**src/largest_empty_square_scan_unit_macros.svh**
```systemverilog
// Assertion macros shared by the largest empty square scan unit.
// Each macro samples on clk and is disabled while rst is high.
`ifndef LARGEST_EMPTY_SQUARE_SCAN_UNIT_MACROS_SVH
`define LARGEST_EMPTY_SQUARE_SCAN_UNIT_MACROS_SVH

// Consequent must hold in the same cycle as the antecedent.
`define LESSQ_ASSERT_NOW(label, ante, cons) \
  label: assert property (@(posedge clk) disable iff (rst) (ante) |-> (cons)) \
    else $error("lessq same-cycle check failed");

// Consequent must hold in the cycle after the antecedent.
`define LESSQ_ASSERT_NEXT(label, ante, cons) \
  label: assert property (@(posedge clk) disable iff (rst) (ante) |=> (cons)) \
    else $error("lessq next-cycle check failed");

`endif

```
**src/lessq_pkg.sv**
```systemverilog
// Shared constants and types of the largest empty square scan unit.
// No dependencies.
`timescale 1ns / 1ps

package lessq_pkg;

  // Width of the row width register as seen on the configuration port.
  localparam int CFG_W = 11;
  // Row width after reset, before clamping to the line buffer size.
  localparam int ROW_WIDTH_RESET = 1024;

  // Per-cell flags passed from the scan counters to the cell stage.
  typedef struct packed {
    logic obstacle;
    logic grid_start;
    logic first_row;
    logic first_col;
  } cell_flags_t;

endpackage

```
**src/lessq_scan_ctrl.sv**
```systemverilog
// Raster position counters, row width register and input handshake.
// Depends on lessq_pkg and the assertion macro header.
`timescale 1ns / 1ps
`include "largest_empty_square_scan_unit_macros.svh"

module lessq_scan_ctrl
  import lessq_pkg::*;
#(
  parameter int MAX_WIDTH  = 1024,
  parameter int MAX_HEIGHT = 4096
) (
  input  logic                             clk,
  input  logic                             rst,
  input  logic                             in_valid,
  output logic                             in_ready,
  input  logic                             obstacle,
  input  logic                             grid_start,
  input  logic                             cfg_valid,
  output logic                             cfg_ready,
  input  logic [CFG_W-1:0]                 row_width,
  input  logic                             s1_free,
  output logic                             issue,
  output logic [$clog2(MAX_WIDTH)-1:0]     issue_col,
  output logic [$clog2(MAX_HEIGHT)-1:0]    issue_row,
  output cell_flags_t                      issue_flags
);

  localparam int COL_W  = $clog2(MAX_WIDTH);
  localparam int SIZE_W = $clog2(MAX_WIDTH + 1);
  localparam int ROW_W  = $clog2(MAX_HEIGHT);
  localparam logic [SIZE_W-1:0] WIDTH_RESET =
    SIZE_W'((ROW_WIDTH_RESET > MAX_WIDTH) ? MAX_WIDTH : ROW_WIDTH_RESET);

  logic [SIZE_W-1:0] width;
  logic [COL_W-1:0]  column;
  logic [ROW_W-1:0]  row;

  logic [31:0]       cfg_wide;
  logic [SIZE_W-1:0] width_next;
  logic [COL_W-1:0]  col_base;
  logic [COL_W-1:0]  col_eff;
  logic [ROW_W-1:0]  row_eff;
  logic              last_col;
  logic [COL_W-1:0]  column_next;
  logic [ROW_W-1:0]  row_next;

  assign cfg_ready = 1'b1;
  assign in_ready  = s1_free;
  assign issue     = in_valid && in_ready;

  // Out-of-range widths are clamped once, when the register is written.
  always_comb begin
    cfg_wide = 32'(row_width);
    if (cfg_wide == 32'd0) begin
      width_next = SIZE_W'(1);
    end else if (cfg_wide > 32'(MAX_WIDTH)) begin
      width_next = SIZE_W'(MAX_WIDTH);
    end else begin
      width_next = SIZE_W'(cfg_wide);
    end
  end

  always_comb begin
    col_base = grid_start ? '0 : column;
    row_eff  = grid_start ? '0 : row;
    // A narrowed width can leave the column past the row end.
    col_eff  = (SIZE_W'(col_base) >= width) ? '0 : col_base;
    last_col = (SIZE_W'(col_eff) + SIZE_W'(1)) >= width;
    if (last_col) begin
      column_next = '0;
      row_next    = (row_eff == ROW_W'(MAX_HEIGHT - 1)) ? '0 : row_eff + ROW_W'(1);
    end else begin
      column_next = col_eff + COL_W'(1);
      row_next    = row_eff;
    end
  end

  assign issue_col              = col_eff;
  assign issue_row              = row_eff;
  assign issue_flags.obstacle   = obstacle;
  assign issue_flags.grid_start = grid_start;
  assign issue_flags.first_row  = (row_eff == '0);
  assign issue_flags.first_col  = (col_eff == '0);

  always_ff @(posedge clk) begin
    if (rst) begin
      width  <= WIDTH_RESET;
      column <= '0;
      row    <= '0;
    end else begin
      if (cfg_valid && cfg_ready) begin
        width <= width_next;
      end
      if (issue) begin
        column <= column_next;
        row    <= row_next;
      end
    end
  end

  `LESSQ_ASSERT_NEXT(a_start_restarts_scan, issue && grid_start,
    (row == '0 && column == COL_W'(1)) || (row == ROW_W'(1) && column == '0))

endmodule

```
**config.mk**
```make
export PLATFORM = sky130hd
export DESIGN_NAME = lessq_scan_ctrl
export DESIGN_NICKNAME = d
export VERILOG_FILES = /design/src/lessq_pkg.sv /design/src/lessq_scan_ctrl.sv
export VERILOG_INCLUDE_DIRS = /design/src /design/src/src
export SDC_FILE = /design/constraint.sdc
export NUM_CORES = 1
export LEC_CHECK = 0
export ABC_AREA = 1
export BUFFER_PORTS_ARGS = -buffer_cell sky130_fd_sc_hd__buf_2
export CORE_ASPECT_RATIO = 0.75
export CORE_MARGIN = 2
export CORE_UTILIZATION = 35
export CTS_CLUSTER_SIZE = 14
export DETAILED_ROUTE_END_ITERATION = 7
export RECOVER_POWER = 50
export SLEW_MARGIN = 20
export SYNTH_ARGS = -nofsm -noshare
export SYNTH_HDL_FRONTEND = slang
export SYNTH_SLANG_ARGS = --single-unit
```
**constraint.sdc**
```tcl
create_clock -name clk -period 10.25 [get_ports clk]
set_input_delay 0.5125 -clock clk [delete_from_list [all_inputs] [get_ports clk]]
set_output_delay 0.5125 -clock clk [all_outputs]
set_load 0.01 [all_outputs]
```
==> results of run 1 <==
power by group through the flow:
stage	combinational (mW)	clock, mW	sequential (mW)
2_1_floorplan	0.0266	0	0.134
3_3_place_gp	0.0354	0	0.135
3_5_place_dp	0.0358	0	0.135
4_1_cts	0.0359	0.0964	0.132
5_1_grt	0.0403	0.100	0.132
6_report	0.0354	0.0943	0.132
through the flow:
stage,hold slack [ps],setup slack [ps],util (%),cells
5_1_grt,485,3410,40.4,559
2_1_floorplan,439,5810,-,422
6_report,467,3970,40.4,559
3_5_place_dp,458,4720,39.8,553
3_3_place_gp,453,4940,39.8,553
4_1_cts,469,5000,40.8,559
per-layer routing:
metal	track usage [%]	share of wire, %	vias up
li1	-	-	1429
met1	29.3	55	1269
met2	24.6	39	102
met3	2.12	5.6	8
met4	2.93	0.93	0
met5	0	0	-
layout by cell type (no fill, tap or decap), types with 2 or more instances in the layout:
cell type	instances
clkbuf_8	5
o211ai_1	2
inv_2	4
nor3_1	4
inv_1	63
nand3_1	34
nand2_1	114
nand4_2	2
nand2_2	2
ha_1	25
and2_1	3
nor3_2	4
dfxtp_1	33
clkbuf_1	15
nor2_2	4
nor4_1	6
o21ai_0	10
nor2_1	33
buf_2	28
a21oi_1	38
nand4_1	15
cells by family after synthesis:
kind of cell	synth area share [%]
AOI/OAI and AO/OA	10.5
xor gates and xnor gates	1.25
adders and majority gates	11.6
buffers and inverters	13.2
DFF	24.5
other	0.139
and+or+nand+nor	38.8
cell type report:
type | count | area (um2)
Clock buffer | 5 | 68.8
Clock inverter | 1 | 5.00
Fill cell | 821 | 4410
Inverter | 69 | 260
Multi-Input combinational cell | 307 | 1670
Sequential cell | 33 | 661
Tap cell | 101 | 126
Timing Repair Buffer | 43 | 196
sequential cells by signal (all words and copies together), names as in the netlist:
register	flops
row	12
width	11
column	10
critical path, stage by stage:
cell        delay (ps)
clkbuf_1           710
clkinvlp_2         630
nand2_1            270
ha_1               260
inv_1               50
nand2_1             50
nand2_1             50
nand2_1             50
nand2_1             50
nand2_1             60
nand2_1            270
nand2_1            160
nor2_1             350
ha_1               250
inv_1               60
nor3_2             360
nand3_2            170
nor3_1             200
ha_1               300
a21oi_1            150
o21a_1             140
nand3_1             90
nor2_2             310
inv_2              220
nor2_2             420
nand3_1            140
a21oi_1            170
final timing paths:
path / to / slack (ps) / cells after the start
worst max-delay path: column[4]$_SDFFE_PP0P_ / 3970 / 27
worst min-delay path: width[2]$_SDFFE_PP0P_ / 470 / 2
worst max register to register: column[4]$_SDFFE_PP0P_ / 5230 / 24
worst min register to register: width[2]$_SDFFE_PP0P_ / 470 / 2
==> impl_metrics.ini, run 1 <==
[status]
status = complete, but fails checks
failed_checks = capacitance limit, slew limit

[sta]
worst_slew_pin_slew_ps = 1530
finalHoldViolations = 0
slew_violations = 33
setup_viol = 0
final.setup.tns_ps = 0
fin_crit_sh_pct = 61.3
grt_setup_unrepaired = no
finalClockSkew_ps = 8.12
slew_headroom_pct = -1.82
max_freq_mhz = 159
period_needed_ps = 6280

[clock_tree]
cts_setup_buffers = 0
tritoncts = done
clock-sinks = 33
cts-resized-gates = 0
clkTransAtPathRegs_ps = 70
cts_buffer_depth = 2
htreeDepth = 2
clock_latency_ps = 290
holdBufCountCts = 0
cts_buffers = 5
clock-root-buffer = clkbuf_8

[pwr]
powerDensity_nw_per_um2 = 87.5
vdd_ir_drop_max_mv = 0.0511
comb_power_share_pct = 13.5
p_total_uw = 262
p_leak_nw = 1.41
internal-power_uw = 185
seqPwrFrac_pct = 50.4
switchingPower_uw = 76.3
power_frac_clock_pct = 36.1
swShare_pct = 29.1

[synth]
synthArstFlopShare_pct = 0
ys_types = 37
ys_ff_latch = 33
netlist_area_um2 = 2700
yosysTopAreaCell = dfxtp_1
synth_ff_type = dfxtp_1
synth_top_area_share_pct = 24.5
syn-num-nets = 465
synth_common_cells = 113 x nand2_1, 61 x inv_1, 38 x a21oi_1
synth_edf_count = 0
syn_inst = 422
synth_most_common_cell = nand2_1
synth_area_per_cell_um2 = 6.39
netlist_top_cells_area = dfxtp_1 25%, nand2_1 16%, ha_1 12%, inv_1 8.5%, a21oi_1 7.1%
ys_warn_count = 0
ys_seq_area_share_pct = 24.5

[floorplan]
die_y_um = 80.0
io_pins = 47
die_w_um = 105
initial_utilization_pct = 36.4
die_area_um2 = 8430
fp.coreArea_um2 = 7400
core.rowCount = 27

[routing]
detail_route.wl_per_cell_um = 13.5
antenna_left = 0
drc = 0
dr_total_vias = 2808
totalWireLength_mm = 7.54
first_iter_violations = 184
vias_per_cell = 5.02
drt_pre_antenna_iters = 5

[placement]
portBuffers = 43
gp_congestion = 0.938
dp_hpwl_mm = 6.00
place_area_um2 = 2940

[global_routing]
grt_pass1_wl_mm = 12.1
track_usage_pct = 18.0
overflow = 0
grt_pass1_vias = 2421
grt_max_degree = 33
antenna_found_initial = 0

[job]
cap_violations = 1

[cells_and_area]
stdcell_area_um2 = 2990
nNetsFinal = 502
areaGrowthSynthToFinish_pct = 11.0
drive_gt1_share_pct = 12.4
num_antenna_cells = 0

[hold_path]
hp-start = width[2]$_SDFFE_PP0P_
hold_class = reg -> reg

[critical_path]
critPathCaptureType = flip-flop
r2r_start = column[6]$_SDFFE_PP0P_
crit_fanout = 19
worstPathArrival_ps = 6470
startpoint = grid_start
cp.required_ps = 10440
start_kind = input port
critPathKind = in -> reg
No activity file was read; power rests on OpenSTA's default activity.
==> inputs of run 2 (changes only) <==
Clock period 10.25 ns to 5.2 ns, I/O delays scaled along.
==> impl_metrics.ini, run 2 (synthesis results as in run 1) <==
[routing]
dr_total_vias = 2796
vias_per_cell = 4.97
antenna_left = 0
drt_pre_antenna_iters = 5
detail_route.wl_per_cell_um = 13.2
totalWireLength_mm = 7.46
drc = 0
first_iter_violations = 269

[placement]
dp_hpwl_mm = 5.87
place_area_um2 = 2960
portBuffers = 43
gp_congestion = 0.938

[global_routing]
grt_max_degree = 33
antenna_found_initial = 0
grt_pass1_vias = 2362
track_usage_pct = 18.0
overflow = 0
grt_pass1_wl_mm = 12.1

[cells_and_area]
final_common_cell = nand2_1
final_util_pct = 41.2
nNetsFinal = 504
regMostFlops = row
stdcell_area_um2 = 3050
top_regs = row: 12 flops, width: 11 flops, column: 10 flops
areaGrowthSynthToFinish_pct = 13.1
final_cell_mix = 113 x nand2_1, 62 x inv_1, 38 x a21oi_1
num_antenna_cells = 0
drive_gt1_share_pct = 13.4
largest_reg_flops = 12

[critical_path]
critPathKind = reg -> reg
cpPeakStageDelay_ps = 460
critPathCaptureType = flip-flop
start_kind = flip-flop
reg2reg_setup_slack_ps = 470
critPathSlowestCell = nor3_1
cp.required_ps = 5390
worstPathArrival_ps = 4920
crit_fanout = 17

[clock_tree]
cts-resized-gates = 0
cts_setup_buffers = 0
clkTransAtPathRegs_ps = 80
htreeDepth = 2
cts_buffer_depth = 2
holdBufCountCts = 0
tritoncts = done
cts_buffers = 5
clock_latency_ps = 300
clock-root-buffer = clkbuf_8
clock-sinks = 33

[sta]
finalClockSkew_ps = 13.3
worst_slew_pin_slew_ps = 1520
finalHoldViolations = 0
setup_viol = 0
grt_setup_unrepaired = no
final.setup.tns_ps = 0
fin_crit_sh_pct = 91.0
max_freq_mhz = 211
slew_violations = 33
slew_headroom_pct = -1.05
period_needed_ps = 4730

[pwr]
p_leak_nw = 1.45
powerDensity_nw_per_um2 = 194
vdd_ir_drop_max_mv = 0.0915

[floorplan]
fp.coreArea_um2 = 7400
die_area_um2 = 8430
die_y_um = 80.0
core.rowCount = 27
die_w_um = 105
io_pins = 47
initial_utilization_pct = 36.4

[job]
cap_violations = 1

[hold_path]
hold_class = in -> reg

[status]
failed_checks = capacitance limit, slew limit
status = complete, but fails checks
[run 2: changes by cell type in the layout (fill, tap and decap cells not counted)]
| cell | previous run | this run |
|---|---|---|
| buf_4 | 0 | 2 |
| buf_2 | 28 | 29 |
| bufinv_16 | 0 | 1 |
| clkbuf_8 | 5 | 6 |
| clkinvlp_2 | 1 | 0 |
| inv_1 | 63 | 62 |
| inv_2 | 4 | 5 |
| nand2_1 | 114 | 113 |
| nand2_2 | 2 | 3 |
| nor3_1 | 4 | 5 |
| nor3_2 | 4 | 3 |
[run 2: power by group]
group	internal [mW]	switching, mW
Combinational	0.0216	0.0504
Sequential	0.257	0.00267
Clock	0.156	0.103
Total	0.435	0.156
[run 2: final timing paths]
kind	startpoint	endpoint	cells after the start
max	column[7]$_SDFFE_PP0P_	column[4]$_SDFFE_PP0P_	27
min reg2reg	column[1]$_SDFFE_PP0P_	column[1]$_SDFFE_PP0P_	2
min	row_width[2]	width[2]$_SDFFE_PP0P_	3
max reg2reg	column[7]$_SDFFE_PP0P_	column[4]$_SDFFE_PP0P_	27
[run 2: final cells by class]
class | count | area [um2]
fillers | 792 | 4350
multi-input cells | 307 | 1670
flip-flops and latches | 33 | 661
inverters | 69 | 260
repair buffers | 45 | 213
well taps | 101 | 126
clock buffers | 7 | 86.3
clock inverters | 1 | 30.0
[run 2: critical path, delay by kind of cell, from the launching register on]
kind	cells	cell delay, ps
and+or+nand+nor	15	2670
adders and majority gates	3	670
buffers and inverters	6	510
AOI/OAI and AO/OA	3	400
DFF	1	380
[run 2: per-stage QoR]
stage          hold WS (ps)  instances  power [mW]  setup slack (ps)
2_1_floorplan           329        422       0.317              1010
3_3_place_gp            452        555       0.337               461
3_5_place_dp            457        555       0.338               383
4_1_cts                 214        563       0.596               652
5_1_grt                 226        563       0.617               126
6_report                224        563       0.591               469
[run 2: per-layer routing]
layer	GRT usage, %	part of all wire (%)	up-vias
met3	2.94	6.7	4
met4	4.67	0.66	0
met2	24.0	39	111
met1	28.8	54	1239
met5	0	0	-
li1	-	-	1442
