File: src/largest_empty_square_scan_unit_macros.svh
// Assertion macros shared by the largest empty square scan unit.
// Each macro samples on clk and is disabled while rst is high.
`ifndef LARGEST_EMPTY_SQUARE_SCAN_UNIT_MACROS_SVH
`define LARGEST_EMPTY_SQUARE_SCAN_UNIT_MACROS_SVH

// Consequent must hold in the same cycle as the antecedent.
`define LESSQ_ASSERT_NOW(label, ante, cons) \
  label: assert property (@(posedge clk) disable iff (rst) (ante) |-> (cons)) \
    else $error("lessq same-cycle check failed");

// Consequent must hold in the cycle after the antecedent.
`define LESSQ_ASSERT_NEXT(label, ante, cons) \
  label: assert property (@(posedge clk) disable iff (rst) (ante) |=> (cons)) \
    else $error("lessq next-cycle check failed");

`endif

File: src/lessq_pkg.sv
// Shared constants and types of the largest empty square scan unit.
// No dependencies.
`timescale 1ns / 1ps

package lessq_pkg;

  // Width of the row width register as seen on the configuration port.
  localparam int CFG_W = 11;
  // Row width after reset, before clamping to the line buffer size.
  localparam int ROW_WIDTH_RESET = 1024;

  // Per-cell flags passed from the scan counters to the cell stage.
  typedef struct packed {
    logic obstacle;
    logic grid_start;
    logic first_row;
    logic first_col;
  } cell_flags_t;

endpackage

File: src/lessq_cell_stage.sv
// Cell stage: square size from the line buffer, best tracking and output register.
// Depends on lessq_pkg and the assertion macro header.
`timescale 1ns / 1ps
`include "largest_empty_square_scan_unit_macros.svh"

module lessq_cell_stage
  import lessq_pkg::*;
#(
  parameter int MAX_WIDTH  = 1024,
  parameter int MAX_HEIGHT = 4096
) (
  input  logic                               clk,
  input  logic                               rst,
  input  logic                               issue,
  input  logic [$clog2(MAX_WIDTH)-1:0]       issue_col,
  input  logic [$clog2(MAX_HEIGHT)-1:0]      issue_row,
  input  cell_flags_t                        issue_flags,
  output logic                               s1_free,
  input  logic [$clog2(MAX_WIDTH + 1)-1:0]   rd_data,
  output logic                               wr_en,
  output logic [$clog2(MAX_WIDTH)-1:0]       wr_addr,
  output logic [$clog2(MAX_WIDTH + 1)-1:0]   wr_data,
  output logic                               out_valid,
  input  logic                               out_ready,
  output logic [$clog2(MAX_WIDTH + 1)-1:0]   cell_square,
  output logic [$clog2(MAX_WIDTH + 1)-1:0]   best_size,
  output logic [$clog2(MAX_HEIGHT)-1:0]      best_row,
  output logic [$clog2(MAX_WIDTH)-1:0]       best_col
);

  localparam int COL_W  = $clog2(MAX_WIDTH);
  localparam int SIZE_W = $clog2(MAX_WIDTH + 1);
  localparam int ROW_W  = $clog2(MAX_HEIGHT);

  logic              s1_valid;
  logic [COL_W-1:0]  s1_col;
  logic [ROW_W-1:0]  s1_row;
  cell_flags_t       s1_flags;
  logic              fwd_hit;
  logic [SIZE_W-1:0] fwd_data;
  logic [SIZE_W-1:0] left_value;
  logic [SIZE_W-1:0] diag_value;
  logic [SIZE_W-1:0] best_q;
  logic [ROW_W-1:0]  best_row_q;
  logic [COL_W-1:0]  best_col_q;

  logic              advance;
  logic              retire;
  logic [SIZE_W-1:0] up;
  logic [SIZE_W-1:0] min_lu;
  logic [SIZE_W-1:0] min3;
  logic [SIZE_W-1:0] val;
  logic [SIZE_W-1:0] best_base;
  logic [ROW_W-1:0]  best_row_base;
  logic [COL_W-1:0]  best_col_base;
  logic              take;

  assign advance = !out_valid || out_ready;
  assign s1_free = !s1_valid || advance;
  assign retire  = s1_valid && advance;

  // With a one-cell row, the entry read for the new cell is the one being written.
  assign up = fwd_hit ? fwd_data : rd_data;

  always_comb begin
    min_lu = (up < left_value) ? up : left_value;
    min3   = (min_lu < diag_value) ? min_lu : diag_value;
    if (s1_flags.obstacle) begin
      val = '0;
    end else if (s1_flags.first_row || s1_flags.first_col) begin
      val = SIZE_W'(1);
    end else begin
      val = min3 + SIZE_W'(1);
    end
    best_base     = s1_flags.grid_start ? '0 : best_q;
    best_row_base = s1_flags.grid_start ? '0 : best_row_q;
    best_col_base = s1_flags.grid_start ? '0 : best_col_q;
    take          = val > best_base;
  end

  assign wr_en   = retire;
  assign wr_addr = s1_col;
  assign wr_data = val;

  always_ff @(posedge clk) begin
    if (rst) begin
      s1_valid   <= 1'b0;
      out_valid  <= 1'b0;
      best_q     <= '0;
      best_row_q <= '0;
      best_col_q <= '0;
      left_value <= '0;
      diag_value <= '0;
    end else begin
      if (s1_free) begin
        s1_valid <= issue;
      end
      if (advance) begin
        out_valid <= s1_valid;
      end
      if (retire) begin
        left_value <= val;
        diag_value <= up;
        if (take) begin
          best_q     <= val;
          best_row_q <= s1_row;
          best_col_q <= s1_col;
        end else begin
          best_q     <= best_base;
          best_row_q <= best_row_base;
          best_col_q <= best_col_base;
        end
      end
    end
  end

  always_ff @(posedge clk) begin
    if (issue) begin
      s1_col   <= issue_col;
      s1_row   <= issue_row;
      s1_flags <= issue_flags;
      fwd_hit  <= retire && (s1_col == issue_col);
      fwd_data <= val;
    end
    if (retire) begin
      cell_square <= val;
      best_size   <= take ? val : best_base;
      best_row    <= take ? s1_row : best_row_base;
      best_col    <= take ? s1_col : best_col_base;
    end
  end

  `LESSQ_ASSERT_NOW(a_cell_within_best, out_valid, cell_square <= best_size)
  `LESSQ_ASSERT_NEXT(a_best_never_drops, retire && !s1_flags.grid_start,
    best_size >= $past(best_q))
  `LESSQ_ASSERT_NEXT(a_stalled_cell_holds, s1_valid && !advance,
    s1_valid && $stable(s1_col) && $stable(s1_row))

endmodule
File: config.mk
export PLATFORM = sky130hd
export DESIGN_NAME = lessq_cell_stage
export DESIGN_NICKNAME = d
export VERILOG_FILES = /design/src/lessq_pkg.sv /design/src/lessq_cell_stage.sv
export VERILOG_INCLUDE_DIRS = /design/src /design/src/src
export SDC_FILE = /design/constraint.sdc
export NUM_CORES = 1
export LEC_CHECK = 0
export BUFFER_PORTS_ARGS = -buffer_cell sky130_fd_sc_hd__buf_2
export CORE_MARGIN = 10
export CORE_UTILIZATION = 52
export CTS_BUF_LIST = sky130_fd_sc_hd__clkbuf_8
export DETAILED_ROUTE_END_ITERATION = 8
export GPL_TIMING_DRIVEN = 0
export PLACE_DENSITY = 0.72
export SLEW_MARGIN = 20
export SYNTH_ARGS = -nofsm -noshare
export SYNTH_HDL_FRONTEND = slang
export SYNTH_SLANG_ARGS = --single-unit
File: constraint.sdc
create_clock -name clk -period 20.5 [get_ports clk]
set_clock_uncertainty 0.2 [all_clocks]
set_input_delay 4.1 -clock clk [delete_from_list [all_inputs] [get_ports clk]]
set_output_delay 4.1 -clock clk [all_outputs]
set_load 0.1 [all_outputs]
==> flow_summary_export.csv, run 1 <==
group,metric,value,unit
routing,drcViolationCount,0,
routing,vias,5444,
power,power_density,94.9,nW/um^2
flow_run,cap_violations,0,
power,swShare,35.3,%
clocking,cts_root_buf,"clkbuf_8",
global_route,met3_usage,6.42,%
sta,setup_tns,0,ns
setup_path,worstSetupEndpoint,"wr_data[6]",
synth,ys_async_sr_fraction,0,%
setup_path,max_stage_delay,0.54,ns
sta,slew_violations,0,
clocking,clk_latency,0.46,ns
routing,wirelength,19.2,mm
setup_path,cp_data_required_time,16.20,ns
power,ir_drop,0.0590,mV
place,dp.final_hpwl,14.0,mm
cells_and_area,n_antenna_cell,0,
global_route,grt_pass1_vias,5663,
clocking,cts_max_level,4,
global_route,grt_busiest_layer,"met2",
setup_path,worstSetupPathDepth,25,
clocking,cts_max_path_buffers,2,
cells_and_area,syn2layout_area_growth,16.4,%
die,dieArea,18500,sq um
cells_and_area,top_regs,"best_row: 12 flops, best_row_q: 12 flops, s1_row: 12 flops",
place,gp_congestion,0.957,
setup_path,rr_worst_depth,36,
outcome,run_status,"finished, final reports clean",
worst_hold_path,holdPathStages,2,
global_route,grt_pass1_wl,30.6,mm
die,ios,109,
clocking,cts.sinks,139,
global_route,grt_max_degree,55,
synth,netlist_instances,623,
power,leakage,0.00338,uW
global_route,overflow,0,
power,power_switching,273,uW
synth,synth.cell_area,6990,sq um
synth,synth-seq-cells,139,
setup_path,critPathBufInv,5,
clocking,cts_tree,"yes",
synth,synth-seq-area-share,51.5,%
cells_and_area,drive_gt1_share,24.0,%
synth,synth_edf_count,82,
synth,ys_types,58,
clocking,cts_setup_buffers,0,
worst_hold_path,min_path_type,"reg -> reg",
global_route,grt_util_met2,34.6,%
synth,synth_nets,696,
sta,rsz0062_at_grt,"false",
setup_path,critPathArrivalTime,10.40,ns
sta,period_share,71.7,%
power,clkPwrFrac,28.4,%
setup_path,endpoint_kind,"output pin",
global_route,met1_usage,25.8,%
global_route,antenna_found_initial,0,
setup_path,crit_family,"simple AND/OR/NAND/NOR gates",
routing,post_drt_wl_per_cell,20.4,um
sta,setup_viol,0,
power,p_seq_share,42.5,%
cells_and_area,utilization,61.7,%
sta,whs,0.302,ns
routing,via_per_inst,5.80,
die,die_w,136,um
sta,maxSlewHeadroom,34.3,%
clocking,ctsHoldBuffers,0,
setup_path,regToRegEndpoint,"best_col_q[6]",
sta,tightest_slew,0.986,ns
setup_path,crit_slowest_cell,"nor2b_1",
die,rows,42,
sta,max_freq,68.0,MHz
clocking,cts_buffers,17,
routing,dr.pass1.iters,5,
synth,syn_area_per_cell,11.2,sq um
die,die_h,136,um
setup_path,r2r-start,"fwd_hit",
sta,hold_viol_final,0,
setup_path,cp-startpoint,"rd_data[10]",
cells_and_area,nFillCells,1102,
power,p_comb_share,29.0,%
clocking,path_clk_slew,0.08,ns
routing,drt.antenna.violating_nets,0,
synth,synth_flop_cell,"edfxtp_1",
setup_path,critPathLaunchType,"input pin",
cells_and_area,nNetsFinal,822,
setup_path,critical_path_class,"in -> out",
sta,period_needed,14.70,ns
setup_path,cp_max_fo,10,
clocking,ctsResizeCount,0,
power,p_int,499,uW
routing,drt-initial-drc-count,424,
die,start_util,53.0,%
global_route,grt_usage,21.2,%
die,coreArea,13200,sq um
place,numPortBuffers,107,
setup_path,r2r_slack,10.88,ns
synth,ys.warnings.count,0,
==> layout make-up <==
cell class | count | area, sq um | share of cell area, %
plain buffers | 31 | 138 | 1.69
flip-flops and latches | 139 | 3600 | 44.3
repair buffers | 107 | 536 | 6.58
clock buffers | 20 | 275 | 3.38
clock inverters | 12 | 109 | 1.34
inverters | 32 | 120 | 1.48
multi-input cells | 421 | 3140 | 38.6
well taps | 176 | 220 | 2.71
==> synth_stat cells, drive strengths merged, types with 2 or more instances <==
| library cell | count | area [sq um] |
|---|---|---|
| a31oi | 2 | 27.5 |
| o31ai | 3 | 27.5 |
| and2 | 5 | 31.3 |
| nand2b | 33 | 206 |
| and4 | 4 | 35.0 |
| dfxtp | 57 | 1140 |
| a21oi | 25 | 125 |
| nor4 | 4 | 25.0 |
| nor2b | 29 | 181 |
| or3 | 2 | 12.5 |
| edfxtp | 82 | 2460 |
| o21ai | 26 | 134 |
| o21a | 7 | 52.6 |
| a211oi | 13 | 103 |
| nand3 | 16 | 80.1 |
| or4 | 2 | 15.0 |
| o211a | 23 | 230 |
| xnor2 | 14 | 123 |
| nor3 | 9 | 45.0 |
| o32ai | 12 | 105 |
| ha | 32 | 400 |
| nor2 | 31 | 124 |
| nand4 | 10 | 62.6 |
| o22ai | 6 | 56.3 |
| clkbuf | 21 | 78.8 |
| and3 | 4 | 25.0 |
| mux2 | 36 | 409 |
| a21o | 3 | 22.5 |
| inv | 32 | 120 |
| nand2 | 32 | 120 |
| buf | 10 | 55.1 |
| a32o | 4 | 40.0 |
| mux2i | 12 | 120 |
| xor2 | 7 | 61.3 |
| o211ai | 3 | 22.5 |
==> worst min-delay path, cell delays in order, from the launching register on <==
cell and delay (ns):
dfxtp_1 0.31, o21ai_0 0.07, a21oi_1 0.07
==> how the worst min path moves through the flow <==
stage	end	slack [ns]	from
2_1_floorplan	best_q[0]	0.24	best_q[0]
6_report	best_q[0]	0.30	best_q[0]
3_3_place_gp	best_q[0]	0.26	best_q[0]
4_1_cts	best_q[0]	0.30	best_q[0]
3_5_place_dp	best_q[0]	0.28	best_q[0]
5_1_grt	best_q[10]	0.32	best_q[10]
==> layout by cell type, fill, tap and decap left out, types with 23 or more instances in the layout <==
cell and count:
edfxtp_1 82, ha_1 32, inv_1 38, nand2_1 32, buf_2 109, a21oi_1 25, mux2_2 34, nor2b_1 29
dfxtp_1 57, o211a_1 23, nor2_1 30, nand2b_1 33
==> metrics by stage <==
stage	setup WS [ns]	cells	power [uW]	instance area, sq um
floorplan	6.26	623	507	6990
global placement	5.98	906	554	7750
detailed placement	5.90	906	556	7750
CTS	5.87	938	775	8140
global route	5.44	938	803	8140
finish	5.80	938	772	8140
==> cells by family after synthesis <==
logic type	count (synthesis)	share of synthesized area, %
buffers and inverters	63	3.63
adders and majority gates	32	5.73
and+or+nand+nor	184	14.1
DFF	139	51.5
muxes	48	7.57
AOI/OAI and AO/OA	136	14.8
xor gates and xnor gates	21	2.63
==> metal layers <==
metal  vias up  share of wire (%)
li1       2561                  -
met3        36                7.8
met1      2657                 42
met4         0                2.3
met2       190                 48
met5         -                  0
==> power by group through the flow <==
stage / registers (uW) / clock network [uW] / logic [uW]
CTS: 328 / 223 / 224
global route: 330 / 234 / 240
floorplan: 394 / 0 / 113
global placement: 334 / 0 / 220
finish: 328 / 220 / 224
detailed placement: 334 / 0 / 222
No activity file was read; power rests on OpenSTA's default activity.
==> run 2: changes to the inputs <==
--- a/config.mk
+++ b/config.mk
@@ -12,7 +12,7 @@
 export CTS_BUF_LIST = sky130_fd_sc_hd__clkbuf_8
 export DETAILED_ROUTE_END_ITERATION = 8
 export GPL_TIMING_DRIVEN = 0
-export PLACE_DENSITY = 0.72
+export PLACE_DENSITY = 0.75
 export SLEW_MARGIN = 20
 export SYNTH_ARGS = -nofsm -noshare
 export SYNTH_HDL_FRONTEND = slang
==> constraint.sdc (replaced) <==
create_clock -name clk -period 12.9 [get_ports clk]
set_clock_uncertainty 0.2 [all_clocks]
set_input_delay 2.58 -clock clk [delete_from_list [all_inputs] [get_ports clk]]
set_output_delay 2.58 -clock clk [all_outputs]
set_load 0.1 [all_outputs]
==> flow_summary_export.csv, run 2 (synthesis results as in run 1) <==
group,metric,value,unit
clocking,cts_max_path_buffers,2,
global_route,grt_pass1_vias,5584,
die,start_util,53.0,%
power,leakage,0.00337,uW
die,die_w,136,um
setup_path,critical_path_class,"in -> out",
cells_and_area,layout_common_cells,"109 x buf_2, 82 x edfxtp_1, 57 x dfxtp_1",
place,dpl_cell_area,7760,sq um
global_route,grt_max_degree,55,
global_route,grt_usage,20.6,%
setup_path,crit_family,"simple AND/OR/NAND/NOR gates",
routing,via_per_inst,5.81,
setup_path,critPathLaunchType,"input pin",
setup_path,cp_data_required_time,10.12,ns
clocking,ctsHoldBuffers,0,
outcome,run_status,"finished, final reports clean",
setup_path,crit_slowest_cell,"nor2b_1",
power,ir_drop,0.133,mV
place,dp.final_hpwl,13.7,mm
sta,tightest_slew,0.945,ns
setup_path,max_stage_delay,0.58,ns
sta,whs,0.281,ns
die,rows,42,
setup_path,critPathArrivalTime,8.84,ns
clocking,cts_setup_buffers,0,
routing,vias,5447,
cells_and_area,n_antenna_cell,0,
clocking,path_clk_slew,0.07,ns
routing,post_drt_wl_per_cell,19.7,um
clocking,cts_root_buf,"clkbuf_8",
cells_and_area,top_regs,"best_row: 12 flops, best_row_q: 12 flops, s1_row: 12 flops",
setup_path,endpoint_kind,"output pin",
place,gp_congestion,0.952,
sta,maxSlewHeadroom,37.0,%
die,ios,109,
global_route,overflow,0,
sta,period_needed,11.62,ns
sta,setup_viol,0,
sta,period_share,90.1,%
sta,finalWorstSetupSlack,1.28,ns
routing,drt.antenna.violating_nets,0,
place,numPortBuffers,107,
clocking,cts_max_level,4,
place,dp_cells,906,
sta,max_freq,86.1,MHz
routing,wirelength,18.5,mm
clocking,clk_latency,0.46,ns
clocking,cts.sinks,139,
sta,rsz0062_at_grt,"false",
die,die_h,136,um
cells_and_area,drive_gt1_share,24.4,%
global_route,antenna_found_initial,0,
place,dp_slack,1.43,ns
routing,drcViolationCount,0,
routing,dr.pass1.iters,7,
die,coreArea,13200,sq um
power,power_density,153,nW/um^2
flow_run,cap_violations,0,
clocking,cts_buffers,17,
cells_and_area,syn2layout_area_growth,16.8,%
sta,hold_viol_final,0,
worst_hold_path,min_path_type,"reg -> reg",
cells_and_area,design_area,8170,sq um
setup_path,cp_max_fo,10,
sta,slew_violations,0,
cells_and_area,nFillCells,1087,
setup_path,critPathBufInv,5,
cells_and_area,final_cells,938,
cells_and_area,nNetsFinal,822,
sta,setup_tns,0,ns
global_route,grt_pass1_wl,29.6,mm
clocking,ctsResizeCount,0,
cells_and_area,final_common_cell,"buf_2",
clocking,cts_tree,"yes",
die,dieArea,18500,sq um
routing,drt-initial-drc-count,340,
run 2: cell count changes in the layout (fill, tap and decap cells not counted), sizes merged:
cell	previous run	this run
clkinvlp	0	2
clkbuf	41	40
bufinv	2	3
inv	39	36
clkinv	3	4
run 2: worst paths after layout:
path	from	cells after the start	endpoint	slack, ns
setup / recovery	rd_data[8]	25	wr_data[6]	1.28
hold / removal	best_q[0]	2	best_q[0]	0.28
setup reg to reg	fwd_hit	36	best_row_q[7]	3.35
hold reg to reg	best_q[0]	2	best_q[0]	0.28
run 2: stage by stage:
stage / utilization (%) / total power (uW)
floorplan: - / 805
detailed placement: 58.8 / 884
global route: 61.9 / 1300
finish: 61.9 / 1250
CTS: 61.9 / 1250
global placement: 58.7 / 879
run 2: final cells by class:
cell class | instances | area (sq um) | area share [%]
inverter | 32 | 120 | 1.47
multi-input combinational | 421 | 3140 | 38.4
buffer | 31 | 138 | 1.69
timing repair buffer | 107 | 536 | 6.56
tap | 176 | 220 | 2.70
sequential | 139 | 3600 | 44.1
clock inverter | 13 | 148 | 1.81
clock buffer | 19 | 262 | 3.20
run 2: tightest hold or removal path, cell delays in order, from the launching register on:
cell and delay (ns):
dfxtp_1 0.31, o21ai_0 0.07, a21oi_1 0.06
run 2: power breakdown:
part	switching (uW)	total (uW)	internal, uW
Combinational	253	356	103
Clock	170	369	199
Sequential	13.6	521	507
run 2: layer usage:
layer	up-vias	global-route usage [%]	wire (um)
met2	244	32.5	8710
li1	2558	-	-
met5	-	0	0
met1	2608	25.7	7860
met4	0	9.17	452
met3	37	5.83	1480
==> run 3: changes to the inputs <==
--- a/config.mk
+++ b/config.mk
@@ -7,7 +7,6 @@
 export NUM_CORES = 1
 export LEC_CHECK = 0
 export BUFFER_PORTS_ARGS = -buffer_cell sky130_fd_sc_hd__buf_2
-export CORE_MARGIN = 10
 export CORE_UTILIZATION = 52
 export CTS_BUF_LIST = sky130_fd_sc_hd__clkbuf_8
 export DETAILED_ROUTE_END_ITERATION = 8
==> flow_summary_export.csv, run 3 (synthesis results as in run 1) <==
group,metric,value,unit
sta,hold_viol_final,0,
clocking,cts_setup_buffers,0,
clocking,ctsResizeCount,0,
global_route,grt_usage,27.0,%
routing,via_per_inst,5.78,
cells_and_area,seq_area,3600,sq um
setup_path,crit_slowest_cell,"buf_2",
cells_and_area,syn2layout_area_growth,17.7,%
clocking,cts_buffers,17,
cells_and_area,n_antenna_cell,0,
routing,drt.antenna.violating_nets,0,
die,coreArea,12900,sq um
cells_and_area,multiInputGateArea,3140,sq um
die,die_h,118,um
sta,tightest_slew,0.989,ns
setup_path,critPathLaunchType,"input pin",
clocking,ctsHoldBuffers,0,
die,dieArea,13900,sq um
die,start_util,54.3,%
power,leakage,0.00341,uW
setup_path,cp_max_fo,10,
global_route,grt_pass1_wl,28.8,mm
place,dp.final_hpwl,12.9,mm
power,p_total,1300,uW
clocking,clk_latency,0.46,ns
global_route,antenna_found_initial,0,
setup_path,crit_family,"simple AND/OR/NAND/NOR gates",
global_route,grt_max_degree,55,
cells_and_area,final_common_cell,"buf_2",
sta,rsz0062_at_grt,"false",
cells_and_area,design_area,8230,sq um
place,numPortBuffers,107,
clocking,cts.sinks,139,
global_route,grt_pass1_vias,5560,
power,power_density,158,nW/um^2
setup_path,critical_path_class,"in -> out",
setup_path,max_stage_delay,0.48,ns
clocking,cts_max_path_buffers,2,
routing,post_drt_wl_per_cell,19.3,um
sta,setup_viol,0,
sta,max_freq,87.4,MHz
worst_hold_path,min_path_type,"reg -> reg",
cells_and_area,layout_common_cells,"109 x buf_2, 82 x edfxtp_1, 57 x dfxtp_1",
setup_path,critPathBufInv,5,
die,die_w,118,um
clocking,cts_max_level,4,
place,dpl_cell_area,7750,sq um
sta,maxSlewHeadroom,34.1,%
cells_and_area,drive_gt1_share,24.7,%
cells_and_area,top_regs,"best_row: 12 flops, best_row_q: 12 flops, s1_row: 12 flops",
cells_and_area,nFillCells,1041,
sta,period_share,88.7,%
power,ir_drop,0.108,mV
setup_path,critPathArrivalTime,8.67,ns
die,rows,41,
place,gp_congestion,0.965,
sta,period_needed,11.45,ns
routing,drt-initial-drc-count,454,
setup_path,cp_data_required_time,10.12,ns
clocking,path_clk_slew,0.08,ns
routing,wirelength,18.0,mm
cells_and_area,nNetsFinal,822,
sta,whs,0.290,ns
routing,dr.pass1.iters,5,
die,ios,109,
global_route,overflow,0,
sta,slew_violations,0,
clocking,cts_root_buf,"clkbuf_8",
sta,setup_tns,0,ns
routing,drcViolationCount,0,
clocking,cts_tree,"yes",
setup_path,endpoint_kind,"output pin",
flow_run,cap_violations,0,
outcome,run_status,"finished, final reports clean",
routing,vias,5398,
## run 3: cell types whose count changed in the layout (fill, tap and decap cells not counted), sizes merged
cell	before	now
clkinv	4	1
bufinv	3	5
clkbuf	40	42
clkinvlp	2	1
## run 3: final timing paths
path                                   from       endpoint  slack (ns)  cells after the start
worst min register to register   best_q[10]     best_q[10]        0.29                      2
worst max register to register      fwd_hit  best_row_q[4]        3.60                     36
worst min-delay path             best_q[10]     best_q[10]        0.29                      2
worst max-delay path            rd_data[10]     wr_data[6]        1.45                     25
## run 3: through the flow
stage / cells / setup slack (ns) / util, %
2_1_floorplan: 623 / 1.70 / -
3_5_place_dp: 902 / 1.50 / 60.2
5_1_grt: 934 / 1.08 / 63.9
4_1_cts: 934 / 1.49 / 63.9
6_report: 934 / 1.45 / 63.9
3_3_place_gp: 902 / 1.56 / 60.1
## run 3: tightest hold or removal path: cells and delay by family, from the launching register on
family             cells  cell delay [ns]
and+or+nand+nor        1             0.08
DFF                    1             0.31
AOI/OAI and AO/OA      1             0.06
## run 3: report_power, final
group / total (uW) / internal (uW) / switching, uW
Clock: 424 / 251 / 173
Combinational: 355 / 103 / 252
Sequential: 521 / 507 / 13.7
Total: 1300 / 861 / 439
## run 3: final cells by class
class | count | share of cell area [%]
sequential | 139 | 43.8
multi-input combinational | 421 | 38.2
timing repair buffer | 107 | 6.51
clock buffer | 21 | 3.51
tap | 172 | 2.62
clock inverter | 11 | 2.28
buffer | 31 | 1.67
inverter | 32 | 1.46
## run 3: metal layers
metal  up-vias  global-route usage [%]  share of wire, %
met5         -                       0                 0
met4         0                    11.6               2.7
met3        43                    6.35               5.9
met2       198                    45.4                49
met1      2608                    32.8                42
li1       2549                       -                 -
